### config.mk
export PLATFORM = sky130hd
export DESIGN_NAME = mpa_ram
export DESIGN_NICKNAME = d
export VERILOG_FILES = /design/src/mpa_ram.sv
export SDC_FILE = /design/constraint.sdc
export NUM_CORES = 1
export LEC_CHECK = 0
export BUFFER_PORTS_ARGS = -buffer_cell sky130_fd_sc_hd__buf_2
export CAP_MARGIN = 15
export CORE_MARGIN = 2
export CORE_UTILIZATION = 50
export DETAILED_ROUTE_END_ITERATION = 8
export GPL_TIMING_DRIVEN = 0
export PLACE_DENSITY_LB_ADDON = 0.25
export SLEW_MARGIN = 20
export SYNTH_ARGS = -nofsm -noshare
export SYNTH_HDL_FRONTEND = slang
export SYNTH_SLANG_ARGS = --single-unit
### constraint.sdc
create_clock -name clk -period 2.15 [get_ports clk]
set_input_delay 0.3225 -clock clk [delete_from_list [all_inputs] [get_ports clk]]
set_output_delay 0.3225 -clock clk [all_outputs]
set_load 0.01 [all_outputs]
### src/mpa_ram.sv
// ----------------------------------------------------------------------------
// mpa_ram
// generic single write, single read ram with registered read data
// ----------------------------------------------------------------------------
module mpa_ram #(
    parameter int WIDTH = 8,
    parameter int DEPTH = 16
) (
    input  logic                     clk,
    input  logic                     we,
    input  logic [$clog2(DEPTH)-1:0] waddr,
    input  logic [WIDTH-1:0]         wdata,
    input  logic                     re,
    input  logic [$clog2(DEPTH)-1:0] raddr,
    output logic [WIDTH-1:0]         rdata
);

    logic [WIDTH-1:0] mem [DEPTH];

    always_ff @(posedge clk)
    begin
        if (we)
        begin
            mem[waddr] <= wdata;
        end
        if (re)
        begin
            rdata <= mem[raddr];
        end
    end

endmodule

Word level (Yosys, flattened, before mapping)
Memories as Yosys holds them, arrays and structs flattened. A register that Yosys moved wholly into a read port is not among the register bits.
Cells that the tools add are included.
{"block": "classes", "mux": 2}
{"op": "1-bit two-way mux", "n": 2}
{"block": "word_totals", "ff_bits": 0, "ramBits": 128, "in_bits": 19, "output_inout_bits": 8, "word_cells": 3, "memories": 1}
{"memory": "mem", "words": 16, "width": 8, "read_ports": 1, "rd_ports_with_merged_regs": 1, "wr": 1, "line": "18", "text": "logic [WIDTH-1:0] mem [DEPTH];"}

Logic depth before layout (Yosys ltp)
{"block": "depth", "depth_word": 2, "mapped_depth": 5, "ltp_nobuf": 3}

Least setup slack after synthesis
Ideal clock, no wire load.
{"block": "synth_path", "kind": "in2reg", "from": "input port waddr[2]", "to": "memory mem[0][0] (enable)", "setup_time_ns": 0.383, "arrival_time_ns": 1.432, "required_ns": 1.767, "slack_ns": 0.335, "path_stages": 2, "path_buffers": 0, "cell_sequence": "or3b_2 > nor3_1"}
{"item": "start, declared", "line": "11", "text": "input logic [$clog2(DEPTH)-1:0] waddr,"}
{"item": "end, declared", "line": "18"}
No word-level cell before the write port.

==> metrics.txt <==
ANT cells=0; multi-input logic area=1077 µm²; # setup viols final=0; Power Dens Cells=960.7 nW/µm²; Arr. time, crit path=1780 ps; synthesis warning total=0; Flop pwr share=51.5%; Routed wire per std cell=23.02 µm; largest family of logic cells by synthesized area=multiplexers; Clock power frac=43.6%; mapped cell area=5228 µm²; Reg2Reg Depth=3; final count of hold timing violations=0; Die Y=106.3 µm; Max Root-Sink Buffers=2; FMAX=0.6519 GHz; Seq/Total Area, Yosys=78.12%; Layout area overhead=16.08%; H-tree depth=4; IO buf count=25; CTS Hold Bufs=0; Hold WS=156.8 ps; r2r setup slk=620 ps; Crit path max-delay family=multiplexers; Buf/Inv on CP=0; vias in the first global route=2466; Crit-path slowest cell=mux4_1; max-cap violations=0; maximum VDD drop=446.2 µV; Die Footprint=11290 µm²; Worst Hold Class=input pin to register; Hold Path Sink=rdata[3]; Avg Inst Size Synth=22.83 µm²; # Post-CTS Setup Buffers=0; vias=2407; P_sw=1.222 mW; Clock Skew=13.48 ps; Synth Area in XOR/XNOR=0%; CP Cell Sequence=mux4_1 > a22oi_1 > nand2_1; IO Count=27; min-delay src=re; fillers=717; Non-Filler Instances=421; Synth Area in Adders=0%; PnR worst setup slack=616.0 ps; Yosys reg bits=136; layout cells sized above 1=30.18%; P_int=4.608 mW; first-pass GRT wire length=14.75 mm; clk_lat worst skew=520 ps; largest net degree at the start of global routing=17; Cell variety after synth=18; Overall Global Routing Usage=19.14%; DP HPWL=6.062 mm; Pre-antenna DRT Iters=4; CP Data Required Time=2400 ps; most common cell after layout, fill and taps aside=edfxtp_1; Sw Ratio=20.95%; Die Span X=106.3 µm; cts bufs inserted=17; Final Max Slew Viols=0; LEAKAGE=2.003 nW; status=completed; Crit. Startpoint=mem[6][0]; cts repair resizes=0; RSZ-0062 raised after global routing=false; CP peak stage delay=540 ps; post-layout min period=1534 ps; placed insts=390; CTS tree=built; initial antenna violation count=0; post-DR vias/cell=5.717; post-synth net total=248; Initial DRC Count=170; leading area contributor after synthesis=edfxtp_1; DP Worst Slack=114.7 ps; critical-path maximum fanout=1; Reg-to-Reg End=rdata[0]; Setup Crit Path Kind=register to register; Gate Count Post-Synth=229; critical register-to-register path startpoint=mem[6][0]; Setup crit end kind=register; clk slew on worst S/H paths=60 ps; post-synth top area share=78.12%; total wire length=9.691 mm; worst-margin pin slew=828.7 ps; CORE AREA=10230 µm²; Slew HR=44.55%; antenna viol nets, final=0; setup TNS=0 ps; Congestion Overflow GR=0; row count=37; post-synthesis compound-gate area fraction=2.298%; WHS Path Cells=1; sequential cell area=4084 µm²; simple-gate portion of the synthesized area=3.135%; mux contribution to synthesized area=14.79%; Logic pwr share=4.9%; ranking of synthesized cells by area=edfxtp_1 (78%), mux4_2 (7.8%), mux4_1 (7.0%), a22oi_1 (2.3%), nor2_1 (0.93%); total power=5.830 mW; detailed-route DRC error count=0; CTS Root Cell=clkbuf_8; routability cong.=0.7171; Initial Util=51.09%; startpoint types=register; commonest non-fill, non-tap cells in the layout=edfxtp_1 (136), buf_2 (28), mux4_2 (18); period utilization=71.35%; clk sinks=136; Total Nets Final=292
==> registers in the layout (all words and copies together) (netlist names) <==
signal and cells:
rdata 8, mem 128
==> final cells by class <==
type	instances	share of cell area (%)
Sequential cell	136	67.30
Multi-Input combinational cell	83	17.75
Clock buffer	17	6.825
Tap cell	136	2.804
Timing Repair Buffer	25	2.062
Clock inverter	14	1.835
Buffer	10	1.423
==> stage by stage <==
step / utilization (%) / cell area, µm²
after floorplan: - / 5228
after global placement: 53.98 / 5523
after detailed placement: 54.18 / 5543
after CTS: 59.31 / 6068
after global routing: 59.31 / 6068
final: 59.31 / 6068
==> cells in the mapped netlist <==
| library cell | n |
|---|---|
| nand3_1 | 1 |
| edfxtp_1 | 136 |
| clkdlybuf4s25_2 | 3 |
| nor2_1 | 13 |
| buf_2 | 3 |
| and2_1 | 1 |
| or3b_2 | 1 |
| nor3_1 | 4 |
| mux4_1 | 14 |
| a22oi_1 | 16 |
| nand3b_1 | 2 |
| buf_6 | 3 |
| and2b_1 | 1 |
| nor2b_1 | 1 |
| mux4_2 | 18 |
| nand2b_1 | 2 |
| nand2_1 | 9 |
| buf_4 | 1 |
==> kinds of logic (layout without fill, tap and decap cells) <==
group,Yosys count,after routing
AO/OA/AOI/OAI,16,16
AND/OR/NAND/NOR,35,35
buffers and inverters,10,66
flip-flops,136,136
multiplexers,32,32
==> power by group through the flow <==
stage	clock network [mW]	registers, mW	logic [mW]
final	2.54	3.00	0.284
after global placement	0	3.05	0.277
after CTS	2.57	3.00	0.288
after detailed placement	0	3.06	0.286
after floorplan	0	3.06	0.151
after global routing	2.68	3.01	0.309
==> metal layers <==
metal	wire length [µm]	GRT usage (%)
met1	3999	27.63
met4	149	6.861
met5	0	0
met3	752	5.395
met2	4790	28.34
==> how the worst max path moves through the flow <==
stage                            to  slack (ps)  depth (start not counted)
after floorplan           mem[0][0]         330                          2
after global placement    mem[0][4]        -220                          3
after detailed placement  mem[3][2]         110                          3
after CTS                  rdata[3]         620                          3
after global routing       rdata[0]         550                          3
final                      rdata[0]         620                          3
Note: power is estimated with default switching activity, not from simulation.
