[config.mk]
export PLATFORM = sky130hd
export DESIGN_NAME = mpa_cfg
export DESIGN_NICKNAME = d
export VERILOG_FILES = /design/src/mpa_pkg.sv /design/src/mpa_cfg.sv
export SDC_FILE = /design/constraint.sdc
export NUM_CORES = 1
export LEC_CHECK = 0
export ABC_AREA = 1
export BUFFER_PORTS_ARGS = -buffer_cell sky130_fd_sc_hd__buf_4
export CAP_MARGIN = 20
export CORE_ASPECT_RATIO = 2
export CORE_MARGIN = 3
export CORE_UTILIZATION = 50
export CTS_CLUSTER_SIZE = 25
export DETAILED_ROUTE_END_ITERATION = 6
export PLACE_DENSITY = 0.81
export SYNTH_ARGS = -nofsm -noshare
export SYNTH_HDL_FRONTEND = slang
export SYNTH_SLANG_ARGS = --single-unit
[constraint.sdc]
create_clock -name clk -period 6 [get_ports clk]
set_clock_uncertainty 0.15 [all_clocks]
set_input_delay 1.2 -clock clk [delete_from_list [all_inputs] [get_ports clk]]
set_output_delay 1.2 -clock clk [all_outputs]
set_load 0.05 [all_outputs]
[src/mpa_pkg.sv]
// ----------------------------------------------------------------------------
// mpa_pkg
// shared types, constants and helpers for the max pooling with argmax block
// ----------------------------------------------------------------------------
package mpa_pkg;

    localparam int MAX_DIM      = 64;
    localparam int MAX_CHANNELS = 64;
    localparam int MAX_KERNEL   = 4;
    localparam int SLOT_COLS    = MAX_DIM + MAX_KERNEL;
    localparam int SLOT_COUNT   = MAX_KERNEL * SLOT_COLS;
    localparam int SLOT_AW      = $clog2(SLOT_COUNT);
    localparam int GEN_W        = 4;

    localparam logic [2:0] CFG_KERNEL   = 3'd0;
    localparam logic [2:0] CFG_STRIDE   = 3'd1;
    localparam logic [2:0] CFG_PAD      = 3'd2;
    localparam logic [2:0] CFG_HEIGHT   = 3'd3;
    localparam logic [2:0] CFG_WIDTH    = 3'd4;
    localparam logic [2:0] CFG_CHANNELS = 3'd5;

    typedef struct packed {
        logic [2:0] k;
        logic [2:0] s;
        logic [1:0] p;
        logic [6:0] hh;
        logic [6:0] ww;
        logic [6:0] cc;
    } cfg_t;

    typedef struct packed {
        logic       any;
        logic [1:0] first;
        logic [1:0] last;
        logic [1:0] lastdone;
        logic [3:0] done;
        logic [6:0] q;
    } span_t;

    typedef struct packed {
        logic [GEN_W-1:0] gen;
        logic             seen;
        logic [17:0]      index;
        logic [15:0]      max;
    } slot_t;

    typedef enum logic [2:0] {
        ST_CLEAR,
        ST_IDLE,
        ST_DIV,
        ST_PREP,
        ST_SETUP,
        ST_RD,
        ST_WR
    } state_t;

    // ceil(256 / s), one correction step brings the quotient exact
    function automatic logic [8:0] recip(input logic [2:0] s);
        logic [8:0] r;
        case (s)
            3'd2:    r = 9'd128;
            3'd3:    r = 9'd86;
            3'd4:    r = 9'd64;
            3'd5:    r = 9'd52;
            3'd6:    r = 9'd43;
            3'd7:    r = 9'd37;
            default: r = 9'd256;
        endcase
        return r;
    endfunction

endpackage

[src/mpa_cfg.sv]
// ----------------------------------------------------------------------------
// mpa_cfg
// configuration registers and their saturated working values
// ----------------------------------------------------------------------------
module mpa_cfg (
    input  logic          clk,
    input  logic          rst_n,
    input  logic          cfg_valid,
    output logic          cfg_ready,
    input  logic [2:0]    cfg_index,
    input  logic [6:0]    cfg_data,
    output mpa_pkg::cfg_t cfg
);
    import mpa_pkg::*;

    logic [2:0] kernel_reg;
    logic [2:0] stride_reg;
    logic [1:0] pad_reg;
    logic [6:0] height_reg;
    logic [6:0] width_reg;
    logic [6:0] chan_reg;
    logic [2:0] k_eff;
    logic [1:0] p_lim;

    assign cfg_ready = 1'b1;

    always_ff @(posedge clk or negedge rst_n)
    begin
        if (!rst_n)
        begin
            kernel_reg <= 3'd2;
            stride_reg <= 3'd2;
            pad_reg    <= 2'd0;
            height_reg <= 7'd64;
            width_reg  <= 7'd64;
            chan_reg   <= 7'd1;
        end
        else if (cfg_valid)
        begin
            unique case (cfg_index)
                CFG_KERNEL:   kernel_reg <= cfg_data[2:0];
                CFG_STRIDE:   stride_reg <= cfg_data[2:0];
                CFG_PAD:      pad_reg    <= cfg_data[1:0];
                CFG_HEIGHT:   height_reg <= cfg_data;
                CFG_WIDTH:    width_reg  <= cfg_data;
                CFG_CHANNELS: chan_reg   <= cfg_data;
                default:      ;
            endcase
        end
    end

    function automatic logic [6:0] clamp_dim(input logic [6:0] v, input logic [6:0] hi);
        logic [6:0] r;
        if (v == 7'd0)
        begin
            r = 7'd1;
        end
        else if (v > hi)
        begin
            r = hi;
        end
        else
        begin
            r = v;
        end
        return r;
    endfunction

    always_comb
    begin
        if (kernel_reg == 3'd0)
        begin
            k_eff = 3'd1;
        end
        else if (kernel_reg > 3'(MAX_KERNEL))
        begin
            k_eff = 3'(MAX_KERNEL);
        end
        else
        begin
            k_eff = kernel_reg;
        end
        p_lim  = (k_eff > 3'd2) ? 2'd2 : 2'(k_eff - 3'd1);
        cfg.k  = k_eff;
        cfg.s  = (stride_reg == 3'd0) ? 3'd1 : stride_reg;
        cfg.p  = (pad_reg > p_lim) ? p_lim : pad_reg;
        cfg.hh = clamp_dim(height_reg, 7'(MAX_DIM));
        cfg.ww = clamp_dim(width_reg, 7'(MAX_DIM));
        cfg.cc = clamp_dim(chan_reg, 7'(MAX_CHANNELS));
    end

endmodule

Yosys cells after proc, flatten, opt, wreduce, memory -nomap -nowiden
Index checks and enable logic that the tools add are counted.
- muxes and demuxes: 11
- add/subtract/negate cells: 1
- order comparisons: 6
- reduce and logical (&&, ||, !) cells: 12
- equality and inequality tests: 5
- operators with widths (operator ; number):
    $mux W7 ; 6
    $gt A7 B7 Y1 const B ; 3
    $logic_not A7 Y1 ; 3
    $reduce_and A2 Y1 ; 6
    $logic_not A3 Y1 ; 3
    $mux W3 ; 3
    $eq A3 B2 Y1 const B ; 2
    $eq A3 B3 Y1 const B ; 2
    $mux W2 ; 2
    $eq A3 B1 Y1 const B ; 1
    $gt A3 B2 Y1 const B ; 1
    $gt A3 B3 Y1 const B ; 1
    $gt A2 B2 Y1 ; 1
    $sub A2 B1 Y2 const B ; 1
- output and inout bits: 30
- input bits: 13
- flip-flop bits (word level): 29

Depth between registers and ports, before layout
- word-level depth: 7
- mapped depth: 12

Worst setup path after synthesis
Ideal clock, no wire load.
- kind: reg-to-output
- start point: register kernel_reg[1]
- end point: output port cfg[21] (netlist bit)
- slack: 1.884 ns
- cell stages (with the launch flop): 10
- data required time: 4.650 ns
- path buffers: 0
- arrival time: 2.766 ns
- cell sequence: dfstp_2 -> inv_1 -> nor2_1 -> ha_1 -> nor3_1 -> inv_1 -> ha_1 -> o21bai_1 -> nand3_1 -> nand2_1
- RTL lines (what ; line ; source):
    from (decl) ; mpa_cfg.sv:16 ; logic [2:0] kernel_reg;
    from (signal assigned) ; mpa_cfg.sv:41 ; CFG_KERNEL: kernel_reg <= cfg_data[2:0];
    to (decl) ; mpa_cfg.sv:12 ; output mpa_pkg::cfg_t cfg

==> summary.md <==
| Metric | Value |
|---|---|
| Status | completed |
| Area share of the largest cell type after synthesis | 37.7% |
| Worst IR Drop VDD | 225 uV |
| Drt wl/cell | 11.8 um |
| Sequential Power Share | 34.4% |
| Fmax achieved | 0.260 GHz |
| Placed instance count | 257 |
| Worst setup SP type | flip-flop |
| Post-DP HPWL | 2.41 mm |
| DR pass1 iterations | 4 |
| DRC viols | 0 |
| Compound-Gate Fraction of Synth Area | 15.9% |
| Post_cts resized | 0 |
| P_sw | 0.351 mW |
| Switching share of power | 44.2% |
| Yosys cell types | 21 |
| Total area of multi-input combinational cells | 663 um^2 |
| Synth Area in Adders | 3.14% |
| Final ANT Viol Nets | 0 |
| Post-synthesis cell area | 1590 um^2 |
| Largest family of logic cells by synthesized area | simple AND/OR/NAND/NOR gates |
| Cells after synthesis | 196 |
| Die height | 85.9 um |
| Sequential area share after synthesis | 45.9% |
| Final Setup Violations | 0 |
| Min cycle time layout | 3850 ps |
| Placed inst area | 1880 um^2 |
| Fillcell total | 274 |
| Pwr Density | 404 nW/um^2 |
| Clock Latency Late Sink | 280 ps |
| Antenna diodes | 0 |
| Syn. warnings | 0 |
| DR vias | 1289 |
| GPL Wtd Cong | 0.829 |
| Layout cell share with drive strength beyond 1 | 36.6% |
| Count of buffers from port buffering | 41 |
| Max_cap viols | 0 |
| Overall routing resource usage | 18.2% |
| Core Area | 3010 um^2 |
| Sequential cell area | 732 um^2 |
| Initial Utilization | 52.9% |
| Crit Path Max Fanout | 4 |
| First-pass GRT wire length | 5.23 mm |
| Clk root buf | clkbuf_8 |
| Setup ws final | 2150 ps |
| Post-layout util | 65.2% |
| Logic pwr share | 45.4% |
| Gr ovfl total | 0 |
| CTS clk-pin slew, worst paths | 60 ps |
| Int Power | 0.442 mW |
| Vias per inst | 4.86 |
| Die X | 45.9 um |
| Area Growth Syn to Fin | 23.3% |
| Max Slew Vio Count | 0 |
| Hold buffers post-CTS | 0 |
| Leak | 1.06 nW |
| Hold Path Class | reg -> reg |
| Initial antenna violation count | 0 |
| Post-CTS setup buffer count | 0 |
| Setup TNS Final | 0 ps |
| Final Hold Vio Count | 0 |
| Final-stage net count | 251 |
| Number of CTS-inserted buffers | 5 |
| Pin count of the biggest net entering global routing | 30 |
| CTS Sinks | 29 |
| Mean post-synth cell area | 8.13 um^2 |
| Clock buffer depth | 2 |
| Cell area after layout | 1970 um^2 |
| Total Die Area | 3940 um^2 |
| Clock network power share | 20.3% |
| Post-synthesis mux area share | 0% |
| H-tree depth | 2 |
| Period utilization | 64.2% |
| WS Path Type | reg -> out |
| Vias in the first global route | 1248 |
| Synth Area in XOR/XNOR | 0% |
| CTS tree | yes |
| RSZ-0062 raised after global routing | no |
| Initial DRC Count | 22 |
| IO Count | 43 |
| Area contributors post-synth | dfrtp_1 (38%), o21ai_2 (12%), dfstp_2 (8.2%), nand2_1 (8.2%), inv_1 (8.0%) |
| Detailed Route WL | 3.13 mm |
| Power Total | 0.793 mW |
| WP data required | 4650 ps |
| DP Worst Slack | 2400 ps |
| Fin Hold WS | 341 ps |
| Largest area contributor in the netlist | dfrtp_1 |
| Critical path data arrival time | 2500 ps |
| Worst setup EP type | output port |
| Syn_nets | 213 |
| Core Rows | 28 |
| Non-Filler Instances | 265 |
| Flops & latches, synth | 29 |
| Synth Area in Simple Gates | 22.3% |
[routing by layer]
metal  vias to the layer above  track usage (%)  share of wire [%]
met5                         -                0                  0
li1                        671                -                  -
met1                       566             19.4                 37
met2                        41             30.7                 54
met4                         0             10.4                3.2
met3                        11             4.41                5.6
[Yosys cell counts (all sizes together)]
cell	n
buf	4
clkbuf	6
ha	4
a21oi	2
o21bai	2
dfrtp	24
dfstp	5
nand2	43
nor2	29
inv	36
nand3	7
nor3	3
conb	1
o21ai	30
[cell type report]
cell class	count	share of cell area, %
Clock buffer	8	4.58
Multi-Input combinational cell	121	33.7
Tap cell	30	1.91
Inverter	36	6.87
Sequential cell	29	37.2
Timing Repair Buffer	41	15.7
[path summary, 6_finish.rpt]
kind                                 end           from  slack (ps)  cells past startpoint
setup / recovery                 cfg[21]  kernel_reg[1]        2150                     11
hold / removal               chan_reg[0]    chan_reg[0]         340                      2
setup reg to reg           height_reg[6]  height_reg[6]        5070                      2
hold reg to reg              chan_reg[0]    chan_reg[0]         340                      2
max in group asynchronous   width_reg[6]          rst_n        4710                      1
min in group asynchronous  stride_reg[0]          rst_n         670                      1
[cell usage in the layout (no fill, tap or decap), types with 2 or more instances in the layout]
cell | Yosys | final
a21oi_1 | 2 | 2
buf_4 | 1 | 41
clkbuf_1 | 6 | 2
clkbuf_8 | 0 | 6
dfrtp_1 | 24 | 24
dfstp_2 | 5 | 5
ha_1 | 4 | 4
inv_1 | 34 | 34
inv_2 | 2 | 2
nand2_1 | 35 | 35
nand2_2 | 8 | 8
nand3_1 | 6 | 6
nor2_1 | 27 | 27
nor3_1 | 3 | 3
o21ai_0 | 9 | 9
o21ai_2 | 21 | 21
o21bai_1 | 2 | 2
[logic make-up (layout without fill, tap and decap cells)]
logic type	Yosys count	in the layout
other	1	1
AOI/OAI and AO/OA	34	34
adders and majority gates	4	4
DFF	29	29
and+or+nand+nor	82	82
buffers and inverters	46	85
[worst max-delay path, cell delays in order, from the launching register on]
cell and delay, ps:
dfstp_2 530, inv_1 60, o21ai_0 220, ha_1 270
nor3_1 250, inv_1 80, ha_1 290, o21bai_1 160
nand2_1 70, nand2_1 60, nand2_1 50, buf_4 180
[power by group through the flow]
stage,registers [mW],logic (mW),clock network [mW]
detailed placement,0.276,0.363,0
global placement,0.274,0.357,0
global route,0.279,0.392,0.172
floorplan,0.266,0.276,0
finish,0.273,0.360,0.161
CTS,0.273,0.364,0.165
No activity file was read; power rests on OpenSTA's default activity.
