**src/mpa_pkg.sv**
```systemverilog
// ----------------------------------------------------------------------------
// mpa_pkg
// shared types, constants and helpers for the max pooling with argmax block
// ----------------------------------------------------------------------------
package mpa_pkg;

    localparam int MAX_DIM      = 64;
    localparam int MAX_CHANNELS = 64;
    localparam int MAX_KERNEL   = 4;
    localparam int SLOT_COLS    = MAX_DIM + MAX_KERNEL;
    localparam int SLOT_COUNT   = MAX_KERNEL * SLOT_COLS;
    localparam int SLOT_AW      = $clog2(SLOT_COUNT);
    localparam int GEN_W        = 4;

    localparam logic [2:0] CFG_KERNEL   = 3'd0;
    localparam logic [2:0] CFG_STRIDE   = 3'd1;
    localparam logic [2:0] CFG_PAD      = 3'd2;
    localparam logic [2:0] CFG_HEIGHT   = 3'd3;
    localparam logic [2:0] CFG_WIDTH    = 3'd4;
    localparam logic [2:0] CFG_CHANNELS = 3'd5;

    typedef struct packed {
        logic [2:0] k;
        logic [2:0] s;
        logic [1:0] p;
        logic [6:0] hh;
        logic [6:0] ww;
        logic [6:0] cc;
    } cfg_t;

    typedef struct packed {
        logic       any;
        logic [1:0] first;
        logic [1:0] last;
        logic [1:0] lastdone;
        logic [3:0] done;
        logic [6:0] q;
    } span_t;

    typedef struct packed {
        logic [GEN_W-1:0] gen;
        logic             seen;
        logic [17:0]      index;
        logic [15:0]      max;
    } slot_t;

    typedef enum logic [2:0] {
        ST_CLEAR,
        ST_IDLE,
        ST_DIV,
        ST_PREP,
        ST_SETUP,
        ST_RD,
        ST_WR
    } state_t;

    // ceil(256 / s), one correction step brings the quotient exact
    function automatic logic [8:0] recip(input logic [2:0] s);
        logic [8:0] r;
        case (s)
            3'd2:    r = 9'd128;
            3'd3:    r = 9'd86;
            3'd4:    r = 9'd64;
            3'd5:    r = 9'd52;
            3'd6:    r = 9'd43;
            3'd7:    r = 9'd37;
            default: r = 9'd256;
        endcase
        return r;
    endfunction

endpackage

```
**src/mpa_span.sv**
```systemverilog
// ----------------------------------------------------------------------------
// mpa_span
// per-axis window range: which window origins cover a position and which
// of them end there, via reciprocal division by the stride
// ----------------------------------------------------------------------------
module mpa_span (
    input  logic           clk,
    input  logic           start,
    input  logic [5:0]     pos,
    input  logic [6:0]     dim,
    input  mpa_pkg::cfg_t  cfg,
    output mpa_pkg::span_t span
);
    import mpa_pkg::*;

    logic [5:0]  pos_reg;
    logic [6:0]  x_reg;
    logic [15:0] prod_reg;
    logic [6:0]  q_reg;
    logic [6:0]  x_in;
    logic [7:0]  q0;
    logic [10:0] qs;
    logic [7:0]  q_fix;
    span_t       span_next;
    logic [3:0]  valid;
    logic [3:0]  done;

    assign x_in = 7'(pos) + 7'(cfg.p);

    always_ff @(posedge clk)
    begin
        if (start)
        begin
            pos_reg  <= pos;
            x_reg    <= x_in;
            prod_reg <= 16'(x_in) * 16'(recip(cfg.s));
        end
        q_reg <= q_fix[6:0];
        span  <= span_next;
    end

    always_comb
    begin
        q0    = prod_reg[15:8];
        qs    = 11'(q0) * 11'(cfg.s);
        q_fix = (qs > 11'(x_reg)) ? q0 - 8'd1 : q0;
    end

    always_comb
    begin
        logic [6:0]  i;
        logic [10:0] is;
        logic [10:0] wend;
        for (int a = 0; a < 4; a++)
        begin
            i        = q_reg - 7'(a);
            is       = 11'(i) * 11'(cfg.s);
            wend     = is + 11'(cfg.k);
            valid[a] = (q_reg >= 7'(a)) && (wend - 11'd1 >= 11'(x_reg))
                       && (wend <= 11'(dim) + 11'({cfg.p, 1'b0}));
            done[a]  = (wend - 11'd1 == 11'(x_reg))
                       || ((wend >= 11'(dim) + 11'(cfg.p)) && (7'(pos_reg) == dim - 7'd1));
        end
        span_next.first    = 2'd0;
        span_next.last     = 2'd0;
        span_next.lastdone = 2'd0;
        for (int a = 0; a < 4; a++)
        begin
            if (valid[a])
            begin
                span_next.first = 2'(a);
            end
        end
        for (int a = 3; a >= 0; a--)
        begin
            if (valid[a])
            begin
                span_next.last = 2'(a);
            end
            if (valid[a] && done[a])
            begin
                span_next.lastdone = 2'(a);
            end
        end
        span_next.any  = |valid;
        span_next.done = valid & done;
        span_next.q    = q_reg;
    end

endmodule

```
**config.mk**
```make
export PLATFORM = sky130hd
export DESIGN_NAME = mpa_span
export DESIGN_NICKNAME = d
export VERILOG_FILES = /design/src/mpa_pkg.sv /design/src/mpa_span.sv
export SDC_FILE = /design/constraint.sdc
export NUM_CORES = 1
export LEC_CHECK = 0
export ABC_AREA = 1
export BUFFER_PORTS_ARGS = -buffer_cell sky130_fd_sc_hd__buf_2
export CORE_ASPECT_RATIO = 0.7
export CORE_MARGIN = 5
export CORE_UTILIZATION = 39
export CTS_CLUSTER_DIAMETER = 200
export DETAILED_ROUTE_END_ITERATION = 12
export GPL_TIMING_DRIVEN = 1
export PLACE_DENSITY = 0.6
export SLEW_MARGIN = 15
export SYNTH_ARGS = -nofsm -noshare
export SYNTH_HDL_FRONTEND = slang
export SYNTH_SLANG_ARGS = --single-unit
```
**constraint.sdc**
```tcl
create_clock -name clk -period 12 [get_ports clk]
set_clock_uncertainty 0.05 [all_clocks]
set_input_delay 0.6 -clock clk [delete_from_list [all_inputs] [get_ports clk]]
set_output_delay 0.6 -clock clk [all_outputs]
set_load 0.01 [all_outputs]
```
== Word-level counts from Yosys, hierarchy flattened ==
Cells that the tools add are included.

* Word-level logic and storage cells: 99
* Register bits: 54

* Muxes and demuxes: 11
* Reduce and logical (&&, ||, !) cells: 24
* Equality and inequality tests: 11
* $mul: 6
* $add $sub $neg: 16
* Magnitude comparators: 17
* Bitwise gates (word level): 1

{| class="wikitable"
|+ Operators with widths
! operator !! number
|-
| $pmux 9 s6 || 1
|-
| $add 10x3->11 || 4
|-
| $eq 11x7->1 || 4
|-
| $ge 11x7->1 || 4
|-
| $sub 11x1->11 const B || 4
|-
| $mul 7x3->10 || 4
|-
| $ge 11x11->1 || 3
|-
| $le 11x11->1 || 3
|-
| $sub 7x1->7 const B || 3
|-
| $logic_and 1x1->1 || 16
|-
| $mul 7x9->16 || 1
|-
| $ge 7x1->1 const B || 2
|-
| $ge 7x2->1 const B || 2
|-
| $sub 7x2->7 const B || 2
|-
| $eq 3x3->1 const B || 4
|-
| $ge 11x8->1 || 1
|-
| $gt 11x7->1 || 1
|-
| $le 11x8->1 || 1
|-
| $mul 8x3->11 || 1
|-
| $mux 9 || 1
|-
| $add 7x2->8 || 1
|-
| $add 7x3->8 || 1
|-
| $mux 2 || 4
|-
| $add 6x2->7 || 1
|-
| other kinds (8) || 17
|}

== Logic depth before layout (Yosys ltp) ==
* Depth in word-level cells: 11
* Depth in mapped cells: 32

== Worst setup path before layout ==
Ideal clock, no wire load.

* Path type: in2reg
* Start: input port pos[0]
* End: register prod_reg[15] (data pin)
* Stages on the path: 19
* Data required time: 11.690 ns
* Arrival: 4.833 ns
* Path slack: 6.856 ns
* Cells stage by stage: ha_1 fa_1 xor2_1 nand2_1 fa_1 fa_1 fa_1 inv_1 fa_1 ha_1 nand2_1 a21oi_1 a211oi_1 o21ai_1 nand2_1 a31oi_1 nand2_1 nand2_1 xor2_1

* Cells in the longest elaborated chain, start to end: 2

{| class="wikitable"
|+ RTL lines
! item !! line !! source
|-
| start, declared || mpa_span.sv:9 || <nowiki>input logic [5:0] pos,</nowiki>
|-
| $add 6x2->7 || mpa_span.sv:28 || <nowiki>assign x_in = 7'(pos) + 7'(cfg.p);</nowiki>
|-
| net x_in[2] || mpa_span.sv:20 || <nowiki>logic [6:0] x_in;</nowiki>
|-
| $mul 7x9->16 || mpa_span.sv:36 || <nowiki>prod_reg <= 16'(x_in) * 16'(recip(cfg.s));</nowiki>
|-
| end signal, assigned || mpa_span.sv:36 ||
|-
| end, declared || mpa_span.sv:18 || <nowiki>logic [15:0] prod_reg;</nowiki>
|}

The timed path passes the listed nets, and every way through them passes these cells.
A chain may end at the register's enable or synchronous reset.

== Final worst setup path ==
* Start: input port cfg[23] (netlist bit)
* End: register prod_reg[15] (data pin)

* Cells in the longest elaborated chain, start to end: 4

{| class="wikitable"
|+ RTL lines
! item !! line !! source
|-
| start, declared || mpa_span.sv:11 || <nowiki>input mpa_pkg::cfg_t cfg,</nowiki>
|-
| $eq 3x3->1 or $eq 3x2->1 (tied branches) || mpa_pkg.sv:60 || <nowiki>case (s)</nowiki>
|-
| $pmux 9 s6 (*) || mpa_pkg.sv:60 ||
|-
| $mux 9 (*) || mpa_span.sv:32 || <nowiki>if (start)</nowiki>
|-
| $mul 7x9->16 (*) || mpa_span.sv:36 ||
|}

Mark *: on every way between the ends. The rest lies on a longest branch, timed or not. The select of a mux whose other input is x is not followed.

==> metrics.csv <==
metric;value;unit
status;completed;
RSZ-0062 raised after global routing;false;
WHS Path Cells;1;
Residual DRC;0;
Max Transition Viols Final;0;
Worst Min Path Start;pos[0];
syn_area_per_cell;6.864;sq um
Worst Path Max Fanout;25;
number of top-level pins;62;
Tot GR Track Use;0.1911;
Clock Path Buffers;2;
n_diodes;0;
total CTS buffers;5;
Synth cell types;48;
vias in the first global route;9523;
Post-CTS Setup Bufs;0;
num rows;52;
worst r2r src;q_reg[1]$_DFF_P_;
area delta synth->final;6.492;%
CP most frequent cell;nand2_1;
clk root buf;clkbuf_16;
max reg flops;18;
CP max stage delay;0.64;ns
Worst Max-Slew Pin Slew;0.8279;ns
worst skew pair latency;0.31;ns
Buf/Inv on CP;3;
Post-Syn Instances;1651;
Core ar.;0.02876;sq mm
fmax;168.6;MHz
die area;0.03262;sq mm
Layout fillers;3012;
Starting Density;0.3941;
largest net degree at the start of global routing;29;
Final Hold Fails;0;
Required @ worst endpoint;12.00;ns
Overflow after GRT;0;
internal reg-to-reg setup slack;6.16;ns
CTS sink count;46;
Tmin final;5.931;ns
sequential area share after synthesis;0.09981;
slowest CP cell;inv_1;
# setup viols final;0;
crit path capture type;flop;
FFs w/ async S/R, synth;0;
R2R Path End;span[12]$_SDFF_PP0_;
Synth Flop Type;dfxtp_1;
PortBufs;40;
TNS Setup;0;ns
Antenna Nets Post-Route;0;
mapped cell area;0.01133;sq mm
# resized after CTS;0;
Placer Congestion;0.9305;
CTS tree;built;
H-tree levels;2;
total number of yosys warnings;0;
R2R depth;25;
post-DP HPWL;26.20;mm
cell family with most CP delay;adder cells;
Critical Path Start Type;input pin;
Starting DRT DRC Count;833;
DRT Wirelength;31.35;mm
Max Cap Viol;0;
first-pass GRT wire length;50.18;mm
DR vias/cell;5.094;
Initial DRT Pass Iterations;5;
crit-path cells;buf_2 > inv_1 > nand2_1 > nor2_1 > nand2_1 > fa_1 > fa_1 > fa_1 > inv_1 > fa_1 > ha_1 > nand2_1 > a21oi_1 > a211oi_1 > o21ai_1 > nand2_1 > a31oi_1 > nand2_1 > nand2_1 > xor2_1;
Seq cells post-synth;46;
syn nets;1988;
Worst EP arrival;5.93;ns
Slew HR;0.4462;
clock slew at reported path FFs;0.07;ns
Setup CP Type;in2reg;
Final period util;0.4943;
initial antenna violation count;0;
WL/cell;15.28;um
hold path endpoint;pos_reg[0]$_DFFE_PP_;
nets;2010;
width of the die;213.7;um
hold_buf cts;0;
Die Span Y;152.6;um
HP Class;in2reg;
EDFF count, synth;21;
share of cells above drive strength 1;0.06571;
detailed-route via count;10452;
cells in the mapped netlist (8+ instances only):
cell        n  share of area
nand2_2    19          0.010
inv_2       8         0.0026
nor2_1    129          0.043
nor3_1     19         0.0084
nand4_1    25          0.014
clkbuf_1   16         0.0053
nor2_2     10         0.0055
o21ai_0    47          0.021
nand3_1   106          0.047
fa_1       71           0.13
xor2_1     36          0.028
or2_2      13         0.0072
edfxtp_1   21          0.056
ha_1      222           0.25
nand2_1   422           0.14
inv_1     280          0.093
dfxtp_1    25          0.044
xnor2_1    25          0.019
a21oi_1    75          0.033
metal layers:
layer | global-route usage | part of all wire | vias up
met5 | 0 | 0 | -
met4 | 0.01816 | 0.0048 | 0
met3 | 0.03252 | 0.079 | 16
met2 | 0.2565 | 0.37 | 270
met1 | 0.3221 | 0.54 | 4843
li1 | - | - | 5323
cells by family (layout without fill, tap and decap cells):
| family | after synthesis | count (layout) | synth area share |
|---|---|---|---|
| XOR/XNOR | 63 | 63 | 0.05002 |
| AND/OR/NAND/NOR | 767 | 767 | 0.2912 |
| AO/OA/AOI/OAI | 164 | 164 | 0.08259 |
| buffers and inverters | 318 | 341 | 0.1059 |
| adder cells (fa/ha/maj) | 293 | 293 | 0.3705 |
| flip-flops | 46 | 46 | 0.09981 |
worst reg2reg max path, delay by kind of cell, from the launching register on:
| kind | cells | cell delay (ns) |
|---|---|---|
| DFF | 1 | 0.59 |
| AOI/OAI and AO/OA | 5 | 1.03 |
| and+or+nand+nor | 9 | 0.80 |
| xor gates and xnor gates | 1 | 0.44 |
| buffers and inverters | 5 | 0.57 |
| adders and majority gates | 5 | 2.30 |
worst max-delay path by stage:
stage | from | end | slack, ns | depth (start not counted)
2_1_floorplan | pos[0] | prod_reg[15]$_DFFE_PP_ | 6.86 | 19
6_report | cfg[23] | prod_reg[15]$_DFFE_PP_ | 6.07 | 20
3_5_place_dp | cfg[23] | prod_reg[15]$_DFFE_PP_ | 5.77 | 20
4_1_cts | cfg[23] | prod_reg[15]$_DFFE_PP_ | 6.06 | 20
5_1_grt | cfg[23] | prod_reg[15]$_DFFE_PP_ | 5.69 | 20
3_3_place_gp | cfg[23] | prod_reg[15]$_DFFE_PP_ | 5.81 | 20
per-stage QoR:
stage	instance area, sq um	std cells	worst slack, ns	hold WS (ns)	util
after detailed placement	11910	2044	5.771	0.4555	0.4140
after global routing	12070	2052	5.692	0.4190	0.4196
after global placement	11910	2044	5.807	0.4566	0.4140
after CTS	12070	2052	6.064	0.4188	0.4196
final	12070	2052	6.069	0.4287	0.4196
after floorplan	11330	1651	6.856	0.2790	-
final cells by class:
cell class                      count  area [sq um]  area share
Clock buffer                        7         132.6     0.01099
Clock inverter                      1         30.03    0.002488
Inverter                          293          1100     0.09114
Multi-Input combinational cell   1287          9001      0.7459
Sequential cell                    46          1131     0.09373
Tap cell                          378         473.0     0.03919
Timing Repair Buffer               40         200.2     0.01659
cells in the final DEF (no fill, tap or decap), types with 2 or more instances in the layout:
master,synthesis,final
xor2_2,2,2
or2_2,13,13
and2_1,4,4
clkbuf_16,0,5
nand3_2,4,4
o21a_1,5,5
ha_1,222,222
o21ai_0,47,47
dfxtp_1,25,25
a21oi_2,3,3
inv_2,8,8
nand2_1,422,422
a211oi_1,7,7
nor2_4,2,2
xnor2_1,25,25
nand3b_1,7,7
buf_2,4,40
nand2_2,19,19
o21ai_1,4,4
a21oi_1,75,75
nor3_1,19,19
nand4_1,25,25
a21o_1,5,5
fa_1,71,71
nand3_1,106,106
o21bai_1,6,6
edfxtp_1,21,21
nor2_2,10,10
or2_1,3,3
o221ai_1,2,2
nor2_1,129,129
a21boi_0,2,2
clkbuf_1,16,2
clkinv_1,5,5
xor2_1,36,36
inv_1,280,280
a31oi_1,2,2
Power is left out: the tool's default activity adds up to more than one toggle a clock period on the data nets, which glitch-free logic cannot reach.
